--- src/rtl/interval_timer_rate_generator_defines.svh ---
`ifndef INTERVAL_TIMER_RATE_GENERATOR_DEFINES_SVH
`define INTERVAL_TIMER_RATE_GENERATOR_DEFINES_SVH

// invariant checked at every edge outside reset
`define ITRG_ASSERT_ALWAYS(label, expr, msg) \
  label: assert property (@(posedge clk) disable iff (!rst_n) (expr)) else $error(msg);

// consequence checked at the next edge
`define ITRG_ASSERT_NEXT(label, ante, cons, msg) \
  label: assert property (@(posedge clk) disable iff (!rst_n) (ante) |=> (cons)) \
    else $error(msg);

// consequence checked at the same edge
`define ITRG_ASSERT_SAME(label, ante, cons, msg) \
  label: assert property (@(posedge clk) disable iff (!rst_n) (ante) |-> (cons)) \
    else $error(msg);

`endif

--- src/rtl/itrg_pkg.sv ---
package itrg_pkg;

  typedef logic [1:0] cmd_t;

  localparam cmd_t CMD_CONTROL = 2'd0;
  localparam cmd_t CMD_WRITE   = 2'd1;
  localparam cmd_t CMD_READ    = 2'd2;
  localparam cmd_t CMD_TICK    = 2'd3;

  typedef logic [1:0] access_t;

  localparam access_t ACCESS_LATCH    = 2'b00;
  localparam access_t ACCESS_LOW_HIGH = 2'b11;

  localparam logic [15:0] COUNT_ONE = 16'd1;
  localparam logic [15:0] COUNT_TWO = 16'd2;

  typedef struct packed {
    cmd_t       cmd;
    logic [7:0] data_byte;
  } in_item_t;

endpackage

--- src/rtl/itrg_if.sv ---
interface itrg_in_if;
  logic           valid;
  logic           ready;
  itrg_pkg::cmd_t cmd;
  logic [7:0]     data_byte;

  modport source (output valid, output cmd, output data_byte, input ready);
  modport sink (input valid, input cmd, input data_byte, output ready);
endinterface

interface itrg_out_if #(
  parameter int PULSE_COUNT_BITS = 64
);
  logic                        valid;
  logic                        ready;
  logic [7:0]                  read_data;
  logic                        irq_pulse;
  logic [PULSE_COUNT_BITS-1:0] interrupts_seen;
  logic                        is_counting;

  modport source (
    output valid, output read_data, output irq_pulse,
    output interrupts_seen, output is_counting, input ready
  );
  modport sink (
    input valid, input read_data, input irq_pulse,
    input interrupts_seen, input is_counting, output ready
  );
endinterface

--- src/rtl/itrg_in_stage.sv ---
module itrg_in_stage (
  input  logic               clk,
  input  logic               rst_n,
  input  logic               in_valid,
  output logic               in_ready,
  input  itrg_pkg::in_item_t in_item,
  input  logic               advance,
  output logic               item_valid,
  output itrg_pkg::in_item_t item
);

  logic               valid_r;
  itrg_pkg::in_item_t item_r;

  assign in_ready   = !valid_r || advance;
  assign item_valid = valid_r;
  assign item       = item_r;

  always_ff @(posedge clk) begin
    if (!rst_n) begin
      valid_r <= 1'b0;
    end else if (in_ready) begin
      valid_r <= in_valid;
    end
  end

  always_ff @(posedge clk) begin
    if (in_ready && in_valid) begin
      item_r <= in_item;
    end
  end

endmodule

--- src/rtl/itrg_core.sv ---
`include "interval_timer_rate_generator_defines.svh"

module itrg_core #(
  parameter int PULSE_COUNT_BITS = 64
) (
  input  logic                        clk,
  input  logic                        rst_n,
  input  logic                        fire,
  input  itrg_pkg::in_item_t          item,
  output logic [7:0]                  read_data,
  output logic                        irq_pulse,
  output logic [PULSE_COUNT_BITS-1:0] interrupts_seen,
  output logic                        is_counting
);

  logic [15:0]                 reload_value_r, reload_value_nxt;
  logic [15:0]                 current_count_r, current_count_nxt;
  logic                        counting_on_r, counting_on_nxt;
  logic                        expect_high_write_r, expect_high_write_nxt;
  logic                        expect_high_read_r, expect_high_read_nxt;
  logic                        latch_full_r, latch_full_nxt;
  logic [15:0]                 latched_count_r, latched_count_nxt;
  logic                        load_pending_r, load_pending_nxt;
  logic [PULSE_COUNT_BITS-1:0] pulse_total_r, pulse_total_nxt;

  itrg_pkg::access_t access;
  logic              select_ok;
  logic [15:0]       full_value;
  logic [15:0]       read_src;

  assign access     = item.data_byte[5:4];
  assign select_ok  = (item.data_byte[7:6] == 2'b00);
  assign full_value = {item.data_byte, reload_value_r[7:0]};
  assign read_src   = latch_full_r ? latched_count_r : current_count_r;

  always_comb begin
    reload_value_nxt      = reload_value_r;
    current_count_nxt     = current_count_r;
    counting_on_nxt       = counting_on_r;
    expect_high_write_nxt = expect_high_write_r;
    expect_high_read_nxt  = expect_high_read_r;
    latch_full_nxt        = latch_full_r;
    latched_count_nxt     = latched_count_r;
    load_pending_nxt      = load_pending_r;
    pulse_total_nxt       = pulse_total_r;
    read_data             = 8'd0;
    irq_pulse             = 1'b0;
    case (item.cmd)
      itrg_pkg::CMD_CONTROL: begin
        if (select_ok && access == itrg_pkg::ACCESS_LATCH && !latch_full_r) begin
          latched_count_nxt    = current_count_r;
          latch_full_nxt       = 1'b1;
          expect_high_read_nxt = 1'b0;
        end else if (select_ok && access == itrg_pkg::ACCESS_LOW_HIGH) begin
          counting_on_nxt       = 1'b0;
          load_pending_nxt      = 1'b1;
          expect_high_write_nxt = 1'b0;
          expect_high_read_nxt  = 1'b0;
          latch_full_nxt        = 1'b0;
        end
      end
      itrg_pkg::CMD_WRITE: begin
        if (load_pending_r && !expect_high_write_r) begin
          reload_value_nxt      = {reload_value_r[15:8], item.data_byte};
          expect_high_write_nxt = 1'b1;
        end else if (load_pending_r) begin
          // a count of one is illegal and runs as two
          reload_value_nxt      = (full_value == itrg_pkg::COUNT_ONE) ?
                                  itrg_pkg::COUNT_TWO : full_value;
          current_count_nxt     = reload_value_nxt;
          expect_high_write_nxt = 1'b0;
          load_pending_nxt      = 1'b0;
          counting_on_nxt       = 1'b1;
          pulse_total_nxt       = '0;
        end
      end
      itrg_pkg::CMD_READ: begin
        read_data            = expect_high_read_r ? read_src[15:8] : read_src[7:0];
        expect_high_read_nxt = !expect_high_read_r;
        if (expect_high_read_r) begin
          latch_full_nxt = 1'b0;
        end
      end
      itrg_pkg::CMD_TICK: begin
        if (counting_on_r && current_count_r == itrg_pkg::COUNT_ONE) begin
          current_count_nxt = reload_value_r;
          pulse_total_nxt   = pulse_total_r + PULSE_COUNT_BITS'(1);
          irq_pulse         = 1'b1;
        end else if (counting_on_r) begin
          current_count_nxt = current_count_r - 16'd1;
        end
      end
      default: begin
      end
    endcase
  end

  assign interrupts_seen = pulse_total_nxt;
  assign is_counting     = counting_on_nxt;

  always_ff @(posedge clk) begin
    if (!rst_n) begin
      reload_value_r      <= '0;
      current_count_r     <= '0;
      counting_on_r       <= 1'b0;
      expect_high_write_r <= 1'b0;
      expect_high_read_r  <= 1'b0;
      latch_full_r        <= 1'b0;
      latched_count_r     <= '0;
      load_pending_r      <= 1'b0;
      pulse_total_r       <= '0;
    end else if (fire) begin
      reload_value_r      <= reload_value_nxt;
      current_count_r     <= current_count_nxt;
      counting_on_r       <= counting_on_nxt;
      expect_high_write_r <= expect_high_write_nxt;
      expect_high_read_r  <= expect_high_read_nxt;
      latch_full_r        <= latch_full_nxt;
      latched_count_r     <= latched_count_nxt;
      load_pending_r      <= load_pending_nxt;
      pulse_total_r       <= pulse_total_nxt;
    end
  end

  `ITRG_ASSERT_ALWAYS(a_pending_not_counting, !(load_pending_r && counting_on_r),
                      "load pending while counting")
  `ITRG_ASSERT_ALWAYS(a_reload_legal, !counting_on_r || reload_value_r != itrg_pkg::COUNT_ONE,
                      "reload value of one while counting")
  `ITRG_ASSERT_SAME(a_irq_on_tick, fire && irq_pulse,
                    item.cmd == itrg_pkg::CMD_TICK && counting_on_r,
                    "interrupt without a counting tick")
  `ITRG_ASSERT_NEXT(a_load_starts, fire && item.cmd == itrg_pkg::CMD_WRITE &&
                    load_pending_r && expect_high_write_r,
                    counting_on_r && current_count_r != itrg_pkg::COUNT_ONE &&
                    pulse_total_r == '0,
                    "count load did not start counting")

endmodule

--- src/rtl/itrg_out_stage.sv ---
module itrg_out_stage #(
  parameter int PULSE_COUNT_BITS = 64
) (
  input  logic                        clk,
  input  logic                        rst_n,
  input  logic                        item_valid,
  output logic                        advance,
  input  logic [7:0]                  read_data,
  input  logic                        irq_pulse,
  input  logic [PULSE_COUNT_BITS-1:0] interrupts_seen,
  input  logic                        is_counting,
  itrg_out_if.source                  out_ch
);

  logic                        valid_r;
  logic [7:0]                  read_data_r;
  logic                        irq_pulse_r;
  logic [PULSE_COUNT_BITS-1:0] interrupts_seen_r;
  logic                        is_counting_r;

  assign advance                = !valid_r || out_ch.ready;
  assign out_ch.valid           = valid_r;
  assign out_ch.read_data       = read_data_r;
  assign out_ch.irq_pulse       = irq_pulse_r;
  assign out_ch.interrupts_seen = interrupts_seen_r;
  assign out_ch.is_counting     = is_counting_r;

  always_ff @(posedge clk) begin
    if (!rst_n) begin
      valid_r <= 1'b0;
    end else if (advance) begin
      valid_r <= item_valid;
    end
  end

  always_ff @(posedge clk) begin
    if (advance && item_valid) begin
      read_data_r       <= read_data;
      irq_pulse_r       <= irq_pulse;
      interrupts_seen_r <= interrupts_seen;
      is_counting_r     <= is_counting;
    end
  end

endmodule

--- src/rtl/interval_timer_rate_generator.sv ---
// Path: accepted item -> input register -> result register.
// Throughput: 1 item per cycle unless out_ch.ready stalls; state updates
// in the single stage between the two registers, so every tick is taken.
// Reset: synchronous active-low rst_n clears all counter state, both valid
// flags and the interrupt total; the first item may be offered right after.
module interval_timer_rate_generator #(
  parameter int PULSE_COUNT_BITS = 64
) (
  input  logic       clk,
  input  logic       rst_n,
  itrg_in_if.sink    in_ch,
  itrg_out_if.source out_ch
);

  itrg_pkg::in_item_t          in_item;
  itrg_pkg::in_item_t          item;
  logic                        item_valid;
  logic                        advance;
  logic [7:0]                  read_data;
  logic                        irq_pulse;
  logic [PULSE_COUNT_BITS-1:0] interrupts_seen;
  logic                        is_counting;

  assign in_item.cmd       = in_ch.cmd;
  assign in_item.data_byte = in_ch.data_byte;

  itrg_in_stage u_in_stage (
    .clk        (clk),
    .rst_n      (rst_n),
    .in_valid   (in_ch.valid),
    .in_ready   (in_ch.ready),
    .in_item    (in_item),
    .advance    (advance),
    .item_valid (item_valid),
    .item       (item)
  );

  itrg_core #(
    .PULSE_COUNT_BITS (PULSE_COUNT_BITS)
  ) u_core (
    .clk             (clk),
    .rst_n           (rst_n),
    .fire            (item_valid && advance),
    .item            (item),
    .read_data       (read_data),
    .irq_pulse       (irq_pulse),
    .interrupts_seen (interrupts_seen),
    .is_counting     (is_counting)
  );

  itrg_out_stage #(
    .PULSE_COUNT_BITS (PULSE_COUNT_BITS)
  ) u_out_stage (
    .clk             (clk),
    .rst_n           (rst_n),
    .item_valid      (item_valid),
    .advance         (advance),
    .read_data       (read_data),
    .irq_pulse       (irq_pulse),
    .interrupts_seen (interrupts_seen),
    .is_counting     (is_counting),
    .out_ch          (out_ch)
  );

endmodule

--- src/flat_wrapper.sv ---
// flat-port wrapper written by rule: the top's interface ports become plain ports
module interval_timer_rate_generator_flat 
#(
  parameter int PULSE_COUNT_BITS = 64
)
  (clk, rst_n, in_ch_valid, in_ch_cmd, in_ch_data_byte, in_ch_ready, out_ch_valid, out_ch_read_data, out_ch_irq_pulse, out_ch_interrupts_seen, out_ch_is_counting, out_ch_ready);
  itrg_in_if in_ch_i ();
  itrg_out_if #(.PULSE_COUNT_BITS(PULSE_COUNT_BITS)) out_ch_i ();
  input  logic clk;
  input  logic rst_n;
  input wire logic [$bits(in_ch_i.valid)-1:0] in_ch_valid;
  input wire logic [$bits(in_ch_i.cmd)-1:0] in_ch_cmd;
  input wire logic [$bits(in_ch_i.data_byte)-1:0] in_ch_data_byte;
  output wire logic [$bits(in_ch_i.ready)-1:0] in_ch_ready;
  output wire logic [$bits(out_ch_i.valid)-1:0] out_ch_valid;
  output wire logic [$bits(out_ch_i.read_data)-1:0] out_ch_read_data;
  output wire logic [$bits(out_ch_i.irq_pulse)-1:0] out_ch_irq_pulse;
  output wire logic [$bits(out_ch_i.interrupts_seen)-1:0] out_ch_interrupts_seen;
  output wire logic [$bits(out_ch_i.is_counting)-1:0] out_ch_is_counting;
  input wire logic [$bits(out_ch_i.ready)-1:0] out_ch_ready;
  assign in_ch_i.valid = in_ch_valid;
  assign in_ch_i.cmd = in_ch_cmd;
  assign in_ch_i.data_byte = in_ch_data_byte;
  assign in_ch_ready = in_ch_i.ready;
  assign out_ch_valid = out_ch_i.valid;
  assign out_ch_read_data = out_ch_i.read_data;
  assign out_ch_irq_pulse = out_ch_i.irq_pulse;
  assign out_ch_interrupts_seen = out_ch_i.interrupts_seen;
  assign out_ch_is_counting = out_ch_i.is_counting;
  assign out_ch_i.ready = out_ch_ready;
  interval_timer_rate_generator #(.PULSE_COUNT_BITS(PULSE_COUNT_BITS)) u_core (.clk(clk), .rst_n(rst_n), .in_ch(in_ch_i), .out_ch(out_ch_i));
endmodule
--- config.mk ---
export PLATFORM = sky130hd
export DESIGN_NAME = interval_timer_rate_generator_flat
export DESIGN_NICKNAME = d
export VERILOG_FILES = /design/src/rtl/itrg_pkg.sv /design/src/rtl/itrg_if.sv /design/src/rtl/itrg_in_stage.sv /design/src/rtl/itrg_core.sv /design/src/rtl/itrg_out_stage.sv /design/src/rtl/interval_timer_rate_generator.sv /design/src/flat_wrapper.sv
export VERILOG_INCLUDE_DIRS = /design/src /design/src/rtl
export SDC_FILE = /design/constraint.sdc
export NUM_CORES = 1
export LEC_CHECK = 0
export ABC_AREA = 1
export BUFFER_PORTS_ARGS = -buffer_cell sky130_fd_sc_hd__buf_4
export CELL_PAD_IN_SITES_DETAIL_PLACEMENT = 1
export CELL_PAD_IN_SITES_GLOBAL_PLACEMENT = 1
export CORE_ASPECT_RATIO = 0.5
export CORE_MARGIN = 2
export CORE_UTILIZATION = 35
export DETAILED_ROUTE_END_ITERATION = 7
export PLACE_DENSITY = 0.78
export SLEW_MARGIN = 15
export SYNTH_ARGS = -nofsm -noshare
export SYNTH_HDL_FRONTEND = slang
export SYNTH_SLANG_ARGS = --single-unit
--- constraint.sdc ---
create_clock -name clk -period 3.7 [get_ports clk]
set_input_delay 0.37 -clock clk [delete_from_list [all_inputs] [get_ports clk]]
set_output_delay 0.37 -clock clk [all_outputs]
set_load 0.005 [all_outputs]
==> results of run 1 <==
power by group:
part	switching [mW]	internal, mW
logic	0.396	0.207
clock network	0.928	1.10
registers	0.111	2.45
total	1.44	3.76
cell usage after synthesis, drive strengths merged:
library cell  instances
nand3               116
buf                  21
nor4                  1
o22ai                12
o2111ai               3
a22oi                 6
nand3b                2
o21ai               129
nand2               382
o31ai                 2
nor3                 16
dfxtp               119
a221oi                1
xor2                 11
nand2b                1
a31o                  3
a211oi                4
nand4                20
nor3b                 1
edfxtp               84
mux2i                 1
ha                    3
a21boi                1
a21oi               149
clkbuf               33
xnor2                 1
nor2                175
inv                 244
a311oi                1
and2                  2
a31oi                10
o221ai                4
o211ai               14
o21bai                3
registers in the layout, summed over array words and instances (netlist names), 8 cells and up:
register                                   cells
u_core.u_core.current_count_r                 16
u_core.u_core.latched_count_r                 16
u_core.u_core.pulse_total_r                   64
u_core.u_core.reload_value_r                  16
u_core.u_in_stage.item                        10
u_core.u_out_stage.out_ch.interrupts_seen     64
u_core.u_out_stage.out_ch.read_data            8
area by class of cell:
cell class / instances / area (um^2) / share of cell area
multi-input cells: 1074 / 5142 / 0.3999
flip-flops and latches: 203 / 4905 / 0.3814
inverters: 244 / 923.4 / 0.07181
repair buffers: 97 / 728.2 / 0.05663
clock buffers: 35 / 598.1 / 0.04651
well taps: 432 / 540.5 / 0.04204
clock inverters: 3 / 21.27 / 0.001654
final timing paths:
check                                         from                                to  slack, ns  depth (start not counted)
setup / recovery         u_core.u_in_stage.item[8]  u_core.u_core.current_count_r[6]       0.77                         10
hold / removal                        in_ch_cmd[1]         u_core.u_in_stage.item[9]       0.02                          1
setup reg to reg         u_core.u_in_stage.item[8]  u_core.u_core.current_count_r[6]       0.77                         10
hold reg to reg   u_core.u_core.reload_value_r[15]  u_core.u_core.reload_value_r[15]       0.47                          2
logic make-up (layout without fill, tap and decap cells):
group,Yosys count,in the layout
mux,1,1
compound gates,342,342
fa+ha+maj,3,3
flops,203,203
simple gates,716,716
buf+inv,298,379
xor+xnor,12,12
per-stage QoR:
stage / setup WS [ns] / hold slack, ns / cell area (um^2)
floorplan: 0.09577 / 0.4294 / 11200
global placement: 0.8231 / 0.4610 / 12240
detailed placement: 0.7952 / 0.4622 / 12240
CTS: 0.7767 / 0.0004224 / 12860
global route: 0.5115 / 0.005989 / 12860
finish: 0.7671 / 0.01775 / 12860
worst max-delay path, stage by stage, from the launching register on:
cell	delay, ns
edfxtp_1	0.70
inv_4	0.43
nor2_4	0.08
nand2_1	0.22
nand2_2	0.11
nor3_4	0.49
inv_2	0.29
a21oi_1	0.17
o21ai_0	0.12
o21ai_0	0.16
inv_1	0.06
routing by layer:
layer  GRT usage  routed length [um]  up-vias
li1            -                   -     5301
met1      0.2816               16660     5245
met2      0.3772               17440      260
met3     0.04514                2033       69
met4     0.06464                1046        0
met5           0                   0        -
layout by cell type (no fill, tap or decap), types with 13 or more instances in the layout:
| cell | instances |
|---|---|
| buf_4 | 97 |
| nand2_1 | 370 |
| inv_1 | 233 |
| dfxtp_1 | 119 |
| nor2_2 | 13 |
| clkbuf_16 | 21 |
| o21ai_0 | 111 |
| nand4_1 | 20 |
| o21ai_1 | 18 |
| nor3_1 | 15 |
| nand3_1 | 115 |
| o211ai_1 | 14 |
| a21oi_1 | 148 |
| nor2_1 | 151 |
| edfxtp_1 | 84 |
==> results.py, run 1 <==
metrics = {
    "synth": {
        "synthXorXnorAreaFrac": 0.009381,
        "ys_types": 48,
        "syn_area_per_cell_um2": 7.113,
        "synthSimpleGateAreaFrac": 0.2785,
        "yosysTopAreaCell": "edfxtp_1",
        "netlist_instances": 1575,
        "synth_mux_area_frac": 0.0008935,
        "seq_area_frac_synth": 0.4378,
        "synth-compound-area-share": 0.1666,
        "synth_fa_ha_area_frac": 0.003350,
        "synth_area_leaders": "edfxtp_1 23%, dfxtp_1 21%, nand2_1 12%",
        "ys_warn_count": 0,
        "ys_ff_latch": 203,
        "synth_top_family_by_area": "simple AND/OR/NAND/NOR gates",
        "syn-cell-area_um2": 11200,
        "syn-num-nets": 1592,
        "yosysTopAreaCellShare": 0.2252,
    },
    "layout": {
        "fillers": 3997,
        "fin_nets": 1658,
        "final_cells": 2088,
        "fin_util": 0.4069,
        "area_delta_synth_final_pct": 14.78,
        "layout-drive-gt1-share": 0.1069,
        "diodes": 0,
    },
    "sta": {
        "setup_viol": 0,
        "hold_viol": 0,
        "tns_ns": 0,
        "max_slew_margin": 0.2800,
        "drv_slew": 0,
        "fin_skew_ns": 0.01374,
        "rsz0062_at_grt": "no",
        "fmax_mhz": 341.0,
        "period_share": 0.7927,
        "worst_pin_slew_ns": 1.080,
        "fin_crit_ns": 2.933,
    },
    "clock_network": {
        "cts_resized": 0,
        "htree_num_levels": 1,
        "clkLatencyLatePin_ns": 0.53,
        "clkTransAtPathRegs_ns": 0.06,
        "postCtsSetupRepairBufs": 0,
        "clk_path_buf_depth": 3,
        "cts_hold_buf": 0,
        "clock-sinks": 203,
        "tritoncts": "built",
        "root_buffer": "clkbuf_16",
        "cts_buffers": 21,
    },
    "global_routing": {
        "grt_pass1_vias": 10580,
        "grt_usage": 0.2194,
        "grt-ovfl-total": 0,
        "grt_pass1_wl_mm": 58.11,
        "grt_antenna_before_repair": 0,
        "grt_max_degree": 81,
    },
    "placement": {
        "gp_congestion": 0.9427,
        "dp_hpwl_mm": 27.11,
        "placed_cells": 2050,
        "io_buffers": 89,
    },
    "setup_path": {
        "cp.required_ns": 4.12,
        "worstPathArrival_ns": 3.36,
        "cp_max_fo": 27,
        "end_kind": "register",
        "criticalPathCategory": "register to register",
        "start_kind": "register",
    },
    "detailed_routing": {
        "vias": 10880,
        "vias_per_cell": 5.208,
        "first_pass_iters": 5,
        "drtIter0Drc": 776,
        "ant_nets": 0,
        "wl_per_cell_um": 17.80,
        "drt-total-wl_mm": 37.18,
        "drc": 0,
    },
    "power_and_ir_drop": {
        "powerDensity_nw_per_um2": 404.1,
        "power_mw": 5.196,
        "leakage_nw": 5.602,
        "peakVddDrop_mv": 0.2155,
    },
    "run": {
        "max_cap_viol_count": 0,
    },
    "floorplan": {
        "coreArea_um2": 31600,
        "initial_core_util": 0.3546,
        "die_area_um2": 33540,
        "die_w_um": 257.0,
        "num_rows": 46,
        "die_y_um": 130.5,
        "io_pins": 90,
    },
    "hold_path": {
        "min_path_type": "input port to register",
    },
    "outcome": {
        "status": "finished, final reports clean",
    },
}
Power figures use the tool's default switching activity.
==> run 2: changes to the inputs <==
PLACE_DENSITY = 0.75   (was 0.78)
clock period = 2.9 ns   (was 3.7 ns; I/O delays follow)
==> results.py, run 2 (synthesis gave the netlist of run 1 again) <==
metrics = {
    "outcome": {
        "status": "finished, final reports clean",
    },
    "layout": {
        "fillers": 3974,
        "layout-drive-gt1-share": 0.1163,
        "final_cell_mix": "370 x nand2_1, 233 x inv_1, 151 x nor2_1",
        "fin_util": 0.4156,
        "multi_input_area_um2": 5142,
        "area_delta_synth_final_pct": 17.21,
        "fin_nets": 1678,
        "final_cell_area_um2": 13130,
        "layout_commonest_cell": "nand2_1",
        "diodes": 0,
        "seq_area_um2": 4905,
    },
    "setup_path": {
        "crit_path_max_incr_delay_ns": 0.33,
        "reg2reg_depth": 11,
        "worst_path_max_delay_cell": "dfxtp_1",
        "worstPathArrival_ns": 2.68,
        "cp_top_family": "simple AND/OR/NAND/NOR gates",
        "r2r-end": "u_core.u_out_stage.out_ch.interrupts_seen[11]",
        "r2r_start": "u_core.u_core.current_count_r[1]",
        "r2r_slack_ns": 0.50,
        "path_buf_inv": 3,
        "cp.required_ns": 3.19,
        "end_kind": "register",
        "cp_max_fo": 13,
        "start_kind": "register",
        "path_cells": "inv_1, ha_1, nand3_1, nor2_2, nand2_4, nand2_1, nand2_1, inv_1, o221ai_1, nand2_1, inv_1",
        "criticalPathCategory": "register to register",
    },
    "global_routing": {
        "grt_pass1_vias": 10670,
        "grt_usage": 0.2215,
        "grt_pass1_wl_mm": 58.71,
        "grt_max_degree": 79,
        "grt_antenna_before_repair": 1,
        "grt-ovfl-total": 0,
    },
    "detailed_routing": {
        "drtIter0Drc": 689,
        "wl_per_cell_um": 17.90,
        "vias_per_cell": 5.189,
        "ant_nets": 0,
        "vias": 10940,
        "drt-total-wl_mm": 37.74,
        "drc": 0,
        "first_pass_iters": 5,
    },
    "hold_path": {
        "min-delay-start": "in_ch_valid",
        "min_path_type": "input port to register",
        "min_path_cells": 3,
        "hold_end": "u_core.u_in_stage.item_valid",
    },
    "placement": {
        "placed_cell_area_um2": 12350,
        "pre_cts_ws_ns": 0.5574,
        "io_buffers": 89,
        "dp_hpwl_mm": 27.38,
        "gp_congestion": 0.8945,
    },
    "sta": {
        "max_slew_margin": 0.4420,
        "layout_setup_ws_ns": 0.5043,
        "fmax_mhz": 417.4,
        "period_share": 0.8261,
        "rsz0062_at_grt": "no",
        "setup_viol": 0,
        "worst_pin_slew_ns": 0.8370,
        "tns_ns": 0,
        "drv_slew": 0,
        "fin_skew_ns": 0.01180,
        "hold_viol": 0,
        "fin_crit_ns": 2.396,
    },
    "floorplan": {
        "initial_core_util": 0.3546,
        "io_pins": 90,
        "die_y_um": 130.5,
        "coreArea_um2": 31600,
        "die_area_um2": 33540,
        "num_rows": 46,
        "die_w_um": 257.0,
    },
    "clock_network": {
        "cts_hold_buf": 10,
        "clkTransAtPathRegs_ns": 0.06,
        "cts_buffers": 21,
        "cts_resized": 0,
        "htree_num_levels": 1,
        "postCtsSetupRepairBufs": 0,
        "clock-sinks": 203,
        "clkLatencyLatePin_ns": 0.53,
        "clk_path_buf_depth": 3,
        "tritoncts": "built",
        "root_buffer": "clkbuf_16",
    },
    "power_and_ir_drop": {
        "leakage_nw": 5.740,
        "powerDensity_nw_per_um2": 520.4,
        "peakVddDrop_mv": 0.3257,
    },
    "run": {
        "max_cap_viol_count": 0,
    },
}
run 2: layout make-up:
cell class,count,share of cell area
Clock buffer,25,0.04192
Clock inverter,13,0.009814
Timing Repair Buffer,117,0.07165
Multi-Input combinational cell,1074,0.3916
Inverter,244,0.07032
Tap cell,432,0.04116
Sequential cell,203,0.3735
run 2: through the flow:
stage               power, mW  std cells  hold slack, ns
detailed placement      4.104       2060          0.4671
global placement        4.084       2060          0.4571
floorplan               3.782       1575          0.3889
CTS                     6.906       2108         0.04437
finish                  6.833       2108         0.06387
global route            7.107       2108         0.06682
run 2: how the worst max path moves through the flow:
| stage | cells after the start | startpoint | to |
|---|---|---|---|
| 2_1_floorplan | 5 | u_core.u_out_stage.out_ch.valid | u_core.u_out_stage.out_ch.interrupts_seen[0] |
| 3_3_place_gp | 11 | u_core.u_core.current_count_r[1] | u_core.u_out_stage.out_ch.interrupts_seen[11] |
| 3_5_place_dp | 11 | u_core.u_core.current_count_r[1] | u_core.u_out_stage.out_ch.interrupts_seen[11] |
| 4_1_cts | 11 | u_core.u_core.current_count_r[1] | u_core.u_out_stage.out_ch.interrupts_seen[11] |
| 5_1_grt | 11 | u_core.u_core.current_count_r[1] | u_core.u_out_stage.out_ch.interrupts_seen[11] |
| 6_report | 11 | u_core.u_core.current_count_r[1] | u_core.u_out_stage.out_ch.interrupts_seen[11] |
run 2: power breakdown:
part	switching (mW)	total, mW	internal (mW)
Clock	1.23	2.77	1.55
Combinational	0.513	0.798	0.285
Sequential	0.135	3.26	3.13
Total	1.88	6.83	4.96
run 2: worst register-to-register path: stages (launching register included):
cell and delay (ns):
dfxtp_1 0.33, inv_1 0.12, ha_1 0.25, nand3_1 0.11, nor2_2 0.17, nand2_4 0.21
nand2_1 0.15, nand2_1 0.16, inv_1 0.27, o221ai_1 0.17, nand2_1 0.16, inv_1 0.06
run 2: routing by layer:
metal  part of all wire  GRT usage  vias up
met3              0.040    0.03086       40
met2               0.49     0.4011      195
met5                  0          0        -
met4              0.018    0.04583        0
li1                   -          -     5343
met1               0.46     0.2850     5361
